[src/sv/qot_pkg.sv]
// shared types, constants and command word of the orientation tracker
package qot_pkg;

  localparam int COMPONENT_WIDTH_DEF = 16;
  localparam int IN_W = 16;
  localparam int IN_DW = 2 * IN_W;
  localparam int CORDIC_STEPS = 16;
  localparam int STEP_W = 4;
  localparam int ZW = 20;
  localparam int XW = 34;

  localparam logic signed [XW-1:0] CORDIC_K = 34'sd652032874;
  localparam logic signed [ZW-1:0] ANG_PI = 20'sd205887;
  localparam logic signed [ZW-1:0] ANG_HALF_PI = 20'sd102944;

  localparam logic signed [ZW-1:0] ATAN_TAB [CORDIC_STEPS] = '{
    20'sd51472, 20'sd30386, 20'sd16055, 20'sd8150, 20'sd4091, 20'sd2047,
    20'sd1024, 20'sd512, 20'sd256, 20'sd128, 20'sd64, 20'sd32, 20'sd16,
    20'sd8, 20'sd4, 20'sd2
  };

  localparam logic [1:0] COMP_W = 2'd0;
  localparam logic [1:0] COMP_X = 2'd1;
  localparam logic [1:0] COMP_Y = 2'd2;
  localparam logic [1:0] COMP_Z = 2'd3;

  typedef enum logic [1:0] {
    A_QX,
    A_Q,
    A_T
  } a_sel_e;

  typedef enum logic [2:0] {
    B_QY,
    B_D,
    B_FWD,
    B_UP,
    B_CONJ
  } b_sel_e;

  typedef enum logic [1:0] {
    DST_D,
    DST_T,
    DST_F,
    DST_U
  } dst_e;

  typedef struct packed {
    logic              start;
    logic              cordic_step;
    logic [STEP_W-1:0] cordic_idx;
    logic              mul;
    logic              acc;
    logic              commit;
    logic              load_out;
    logic [1:0]        comp;
    a_sel_e            a_sel;
    b_sel_e            b_sel;
    dst_e              dst;
  } cmd_t;

endpackage

[src/sv/qot_ctrl.sv]
// sequencer: cordic iterations, quaternion product steps and output handoff
module qot_ctrl (
  input  logic          clk_i,
  input  logic          rst_ni,
  input  logic          in_valid_i,
  output logic          in_ready_o,
  output logic          out_valid_o,
  input  logic          out_ready_i,
  output qot_pkg::cmd_t cmd_o
);

  typedef enum logic [5:0] {
    S_IDLE   = 6'b000001,
    S_CORDIC = 6'b000010,
    S_MUL    = 6'b000100,
    S_ACC    = 6'b001000,
    S_COMMIT = 6'b010000,
    S_DONE   = 6'b100000
  } state_e;

  localparam logic [2:0] OP_DELTA  = 3'd0;
  localparam logic [2:0] OP_UPDATE = 3'd1;
  localparam logic [2:0] OP_FWD_A  = 3'd2;
  localparam logic [2:0] OP_FWD_B  = 3'd3;
  localparam logic [2:0] OP_UP_A   = 3'd4;
  localparam logic [2:0] OP_UP_B   = 3'd5;

  state_e                      state_q, state_d;
  logic [qot_pkg::STEP_W-1:0]  step_q, step_d;
  logic [2:0]                  op_q, op_d;
  logic [1:0]                  comp_q, comp_d;
  logic                        out_valid_q, out_valid_d;
  qot_pkg::cmd_t               cmd;

  always_comb begin
    state_d = state_q;
    step_d = step_q;
    op_d = op_q;
    comp_d = comp_q;
    cmd = '0;
    cmd.cordic_idx = step_q;
    cmd.comp = comp_q;
    case (op_q)
      OP_UPDATE: begin
        cmd.a_sel = qot_pkg::A_Q; cmd.b_sel = qot_pkg::B_D; cmd.dst = qot_pkg::DST_T;
      end
      OP_FWD_A: begin
        cmd.a_sel = qot_pkg::A_Q; cmd.b_sel = qot_pkg::B_FWD; cmd.dst = qot_pkg::DST_T;
      end
      OP_FWD_B: begin
        cmd.a_sel = qot_pkg::A_T; cmd.b_sel = qot_pkg::B_CONJ; cmd.dst = qot_pkg::DST_F;
      end
      OP_UP_A: begin
        cmd.a_sel = qot_pkg::A_Q; cmd.b_sel = qot_pkg::B_UP; cmd.dst = qot_pkg::DST_T;
      end
      OP_UP_B: begin
        cmd.a_sel = qot_pkg::A_T; cmd.b_sel = qot_pkg::B_CONJ; cmd.dst = qot_pkg::DST_U;
      end
      default: begin
        cmd.a_sel = qot_pkg::A_QX; cmd.b_sel = qot_pkg::B_QY; cmd.dst = qot_pkg::DST_D;
      end
    endcase
    case (state_q)
      S_IDLE: begin
        if (in_valid_i) begin
          cmd.start = 1'b1;
          step_d = '0;
          state_d = S_CORDIC;
        end
      end
      S_CORDIC: begin
        cmd.cordic_step = 1'b1;
        step_d = step_q + 1'b1;
        if (step_q == qot_pkg::STEP_W'(qot_pkg::CORDIC_STEPS - 1)) begin
          op_d = OP_DELTA;
          comp_d = qot_pkg::COMP_W;
          state_d = S_MUL;
        end
      end
      S_MUL: begin
        cmd.mul = 1'b1;
        state_d = S_ACC;
      end
      S_ACC: begin
        cmd.acc = 1'b1;
        comp_d = comp_q + 1'b1;
        if (comp_q != qot_pkg::COMP_Z) begin
          state_d = S_MUL;
        end else if (op_q == OP_UPDATE) begin
          state_d = S_COMMIT;
        end else if (op_q == OP_UP_B) begin
          state_d = S_DONE;
        end else begin
          op_d = op_q + 1'b1;
          state_d = S_MUL;
        end
      end
      S_COMMIT: begin
        cmd.commit = 1'b1;
        op_d = OP_FWD_A;
        state_d = S_MUL;
      end
      S_DONE: begin
        if (!out_valid_q || out_ready_i) begin
          cmd.load_out = 1'b1;
          state_d = S_IDLE;
        end
      end
      default: state_d = S_IDLE;
    endcase
  end

  always_comb begin
    out_valid_d = out_valid_q;
    if (cmd.load_out) begin
      out_valid_d = 1'b1;
    end else if (out_ready_i) begin
      out_valid_d = 1'b0;
    end
  end

  always_ff @(posedge clk_i or negedge rst_ni) begin
    if (!rst_ni) begin
      state_q <= S_IDLE;
      step_q <= '0;
      op_q <= OP_DELTA;
      comp_q <= qot_pkg::COMP_W;
      out_valid_q <= 1'b0;
    end else begin
      state_q <= state_d;
      step_q <= step_d;
      op_q <= op_d;
      comp_q <= comp_d;
      out_valid_q <= out_valid_d;
    end
  end

  assign in_ready_o = (state_q == S_IDLE);
  assign out_valid_o = out_valid_q;
  assign cmd_o = cmd;

endmodule

[config.mk]
export PLATFORM = sky130hd
export DESIGN_NAME = qot_ctrl
export DESIGN_NICKNAME = d
export VERILOG_FILES = /design/src/sv/qot_pkg.sv /design/src/sv/qot_ctrl.sv
export SDC_FILE = /design/constraint.sdc
export NUM_CORES = 1
export LEC_CHECK = 0
export ABC_AREA = 1
export BUFFER_PORTS_ARGS = -buffer_cell sky130_fd_sc_hd__buf_2
export CAP_MARGIN = 30
export CORE_MARGIN = 2
export CORE_UTILIZATION = 45
export DETAILED_ROUTE_END_ITERATION = 7
export GPL_ROUTABILITY_DRIVEN = 0
export MAX_ROUTING_LAYER = met4
export PLACE_DENSITY = 0.69
export SYNTH_ARGS = -nofsm -noshare
export SYNTH_HDL_FRONTEND = slang
export SYNTH_SLANG_ARGS = --single-unit
[constraint.sdc]
create_clock -name clk_i -period 1.1 [get_ports clk_i]
set_input_delay 0.22 -clock clk_i [delete_from_list [all_inputs] [get_ports clk_i]]
set_output_delay 0.22 -clock clk_i [all_outputs]
set_load 0.05 [all_outputs]
==> results_dict.tcl, run 1 <==
set metrics [dict create \
    run_status "did not finish" \
    cts_root_buf "clkbuf_4" \
    die_h_um 51.8 \
    port_buffers 24 \
    synth_area_leaders "dfrtp_1, nand2_1, inv_1, ha_1, nand3_1" \
    place_worst_setup_slack_ns -0.368 \
    worst_endpoint "cmd_o[17]" \
    grt_max_degree 17 \
    syn_inst 135 \
    rows 17 \
    yosysSeqAreaShare_pct 39.1 \
    avgSynthCellArea_um2 7.60 \
    ys.flop_type "dfrtp_1" \
    worstEndpointType "top-level output" \
    lastStage "global routing" \
    dp_hpwl_mm 1.88 \
    synth-async-reset-ratio_pct 100 \
    io_pins 25 \
    cts.sinks 16 \
    synth_warnings 0 \
    syn_area_um2 1030 \
    toolErrorMsg "[ERROR DPL-0038] Utilization greater than 100%, impossible to legalize" \
    ys_seq_elements 16 \
    die_w_um 51.8 \
    h-tree-depth 1 \
    start_util_pct 46.8 \
    synth-edff-count 0 \
    synth_cell_types 20 \
    synth_top_area_share_pct 36.6 \
    cts_made_buffers 3 \
    yosysTopAreaCell "dfrtp_1" \
    cts_max_path_buffers 2 \
    syn_nets 146 \
]
## Yosys cell counts, types with 4 or more instances
library cell	count
dfrtp_1	15
inv_1	26
ha_1	7
buf_4	4
nand3_1	12
nand4_1	5
o21ai_0	6
nor2_1	16
nand2_1	29
## per-stage QoR
| step | TNS, ns | util, % | instances | hold slack [ns] | cell area [µm²] |
|---|---|---|---|---|---|
| floorplan | -4.70 | - | 135 | -0.0756 | 1140 |
| global placement | -7.56 | 65.7 | 208 | 0.157 | 1440 |
| detailed placement | -8.58 | 65.7 | 208 | 0.160 | 1440 |
| CTS | -11.52 | 95.6 | 236 | 0.142 | 2090 |
## repair_timing
item | CTS
pin swaps | 25
setup endpoints to repair | 36
hold endpoints to repair | 15
resized for setup | 125
setup buffers | 25
hold buffers | 1
## kinds of logic after synthesis
| family | after synthesis | synth area share, % |
|---|---|---|
| compound gates | 11 | 6.10 |
| xor+xnor | 1 | 0.854 |
| fa+ha+maj | 7 | 8.54 |
| buf+inv | 30 | 12.4 |
| flops | 16 | 39.1 |
| simple gates | 70 | 32.9 |
==> inputs of run 2 (changes only) <==
--- a/config.mk
+++ b/config.mk
@@ -8,12 +8,11 @@
 export ABC_AREA = 1
 export BUFFER_PORTS_ARGS = -buffer_cell sky130_fd_sc_hd__buf_2
 export CAP_MARGIN = 30
-export CORE_MARGIN = 2
-export CORE_UTILIZATION = 45
+export CORE_AREA = 2 2 63 65
 export DETAILED_ROUTE_END_ITERATION = 7
+export DIE_AREA = 0 0 65 67
 export GPL_ROUTABILITY_DRIVEN = 0
-export MAX_ROUTING_LAYER = met4
-export PLACE_DENSITY = 0.69
+export PLACE_DENSITY_LB_ADDON = 0.15
 export SYNTH_ARGS = -nofsm -noshare
 export SYNTH_HDL_FRONTEND = slang
 export SYNTH_SLANG_ARGS = --single-unit
==> constraint.sdc (replaced) <==
create_clock -name clk_i -period 1.4 [get_ports clk_i]
set_input_delay 0.28 -clock clk_i [delete_from_list [all_inputs] [get_ports clk_i]]
set_output_delay 0.28 -clock clk_i [all_outputs]
set_load 0.05 [all_outputs]
==> run 2 against run 1 <==
  * The flow now finishes, with violations (setup timing)
  * Area after synthesis did not move
  * Synthesized cell count did not move
==> results_dict.tcl, run 2 <==
set metrics [dict create \
    avgSynthCellArea_um2 7.60 \
    rsz0062_at_grt "yes" \
    post-route-util_pct 54.3 \
    die_area_um2 4360 \
    max_slew.worst_pin.slew_ns 0.399 \
    slew_headroom_pct 73.4 \
    grt_pass1_wl_mm 4.95 \
    synth-async-reset-ratio_pct 100 \
    cp.arrival_ns 1.36 \
    path_delay_family "flip-flops" \
    die_w_um 65 \
    leakagePower_nw 0.975 \
    syn_inst 135 \
    dr.pass1.iters 3 \
    synth_area_leaders "dfrtp_1, nand2_1, inv_1, ha_1, nand3_1" \
    final_common_cell "buf_4" \
    end_kind "output pin" \
    ys_seq_elements 16 \
    finalCritPeriodShare_pct 117 \
    wl_per_cell_um 12.5 \
    rows 22 \
    worst_slack_ns -0.238 \
    max_stage_delay_ns 0.56 \
    setup_viol_count_final 23 \
    cts_made_buffers 3 \
    path_buf_inv 2 \
    synth_cell_types 20 \
    timing.fmax_mhz 610 \
    cp-start-kind "flip-flop" \
    clkTransAtPathRegs_ns 0.06 \
    drive_gt1_share_pct 61.4 \
    cts_tree "done" \
    drv_cap 0 \
    yosysTopAreaCell "dfrtp_1" \
    cts_root_buf "clkbuf_8" \
    register_area_um2 410 \
    grt_pass1_vias 1122 \
    syn_nets 146 \
    finalCriticalPeriod_ns 1.64 \
    setup_tns_ns -2.97 \
    n_fill_cell 323 \
    drt_first_iter_violations 11 \
    synthMostInstantiatedCell "nand2_1" \
    crit_chain "inv_2 -> nor2_4 -> nand3_4 -> nor2_4 -> buf_8" \
    cts_max_path_buffers 2 \
    io_pins 25 \
    nNetsFinal 209 \
    drt-total-wl_mm 3.07 \
    grt_antenna_before_repair 0 \
    ys.flop_type "dfrtp_1" \
    hold_viol_final 0 \
    grt_max_degree 17 \
    hold_path_class "primary input to flip-flop" \
    clock_latency_ns 0.25 \
    skew_ns 0.00200 \
    fin_area_um2 1960 \
    ys_top_cells_by_count "nand2_1, inv_1, nor2_1" \
    multiInputGateArea_um2 759 \
    syn_to_final_growth_pct 91.0 \
    p_per_area_nw_per_um2 2000 \
    run_status "complete, but fails checks" \
    crit_required_ns 1.12 \
    worst_path_most_repeated_cell "nor2_4" \
    hold_ws_ns 0.245 \
    via_per_inst 4.40 \
    largest_register_ffs 6 \
    antennaDiodeCount 0 \
    regMostFlops "state_q" \
    drc 0 \
    place_area_um2 1350 \
    dp_hpwl_mm 1.96 \
    antenna_left 0 \
    port_buffers 24 \
    synth_top_area_share_pct 36.6 \
    yosysSeqAreaShare_pct 39.1 \
    cp_max_fo 3 \
    start_util_pct 28.5 \
    top_regs "state_q x6, step_q x4, op_q x3" \
    path_class "flip-flop to output pin" \
    violations "setup timing" \
    globalRouteOverflowTotal 0 \
    h-tree-depth 1 \
    critPathSlowestCell "dfstp_2" \
    irDropWorstVdd_mv 1.12 \
    cts.sinks 16 \
    layout_common_cells "buf_4, nand2_1, inv_1, buf_6, buf_2" \
    maxSlewViolCount 0 \
    core_area_um2 3610 \
    synth-edff-count 0 \
    synth_warnings 0 \
    syn_area_um2 1030 \
    die_h_um 67 \
    vias 1077 \
    grt_usage_pct 14.9 \
]
-- run 2: cell counts after synthesis --
No cell type changed its count.
-- run 2: metrics by stage --
step | power, W | cells | setup WS (ns)
after floorplan | 0.00201 | 135 | -0.0333
after global placement | 0.00247 | 217 | -0.0777
after detailed placement | 0.00250 | 217 | -0.106
after CTS | 0.00367 | 238 | -0.237
after global routing | 0.00416 | 245 | -0.302
final | 0.00392 | 245 | -0.238
-- run 2: cells by family (layout without fill, tap and decap cells) --
family | count (synthesis) | count (layout) | synth area share (%)
xor gates and xnor gates | 1 | 1 | 0.854
buffers and inverters | 30 | 92 | 12.4
and+or+nand+nor | 70 | 70 | 32.9
DFF | 16 | 16 | 39.1
adders and majority gates | 7 | 7 | 8.54
AOI/OAI and AO/OA | 11 | 11 | 6.10
-- run 2: cell type report --
type                    count  share of cell area (%)
clock buffers               4                    2.30
inverters                  26                    5.62
multi-input cells          89                    38.8
flip-flops and latches     16                    20.9
well taps                  48                    3.07
repair buffers             62                    29.3
-- run 2: where the power goes --
group	internal (W)	switching, W
Combinational	0.00121	0.00157
Clock	0.000202	0.000160
Sequential	0.000621	0.000155
Total	0.00203	0.00189
-- run 2: repair_timing --
| action | in CTS | in global routing |
|---|---|---|
| endpoints found under the hold margin | 15 | 0 |
| pin swaps | 20 | 18 |
| setup buffers | 19 | 10 |
| gates resized for setup | 83 | 23 |
| endpoints found under the setup margin | 21 | 28 |
| hold buffers | 1 | 0 |
-- run 2: final timing paths --
path / start / end / slack, ns / cells after the start
min in group asynchronous: rst_ni / state_q[3] / 0.49 / 2
hold / removal: out_ready_i / out_valid_o / 0.25 / 2
hold reg to reg: comp_q[1] / comp_q[1] / 0.50 / 2
setup reg to reg: state_q[4] / op_q[1] / -0.05 / 8
max in group asynchronous: rst_ni / state_q[0] / 0.59 / 2
setup / recovery: state_q[0] / cmd_o[18] / -0.24 / 5
-- run 2: metal layers --
metal / vias up / GRT usage [%] / wire length (µm)
li1: 546 / - / -
met1: 517 / 17.0 / 1260
met2: 12 / 28.2 / 1730
met3: 2 / 3.21 / 78
met4: 0 / 2.93 / 10
met5: - / 0 / 0
Power figures use the tool's default switching activity.
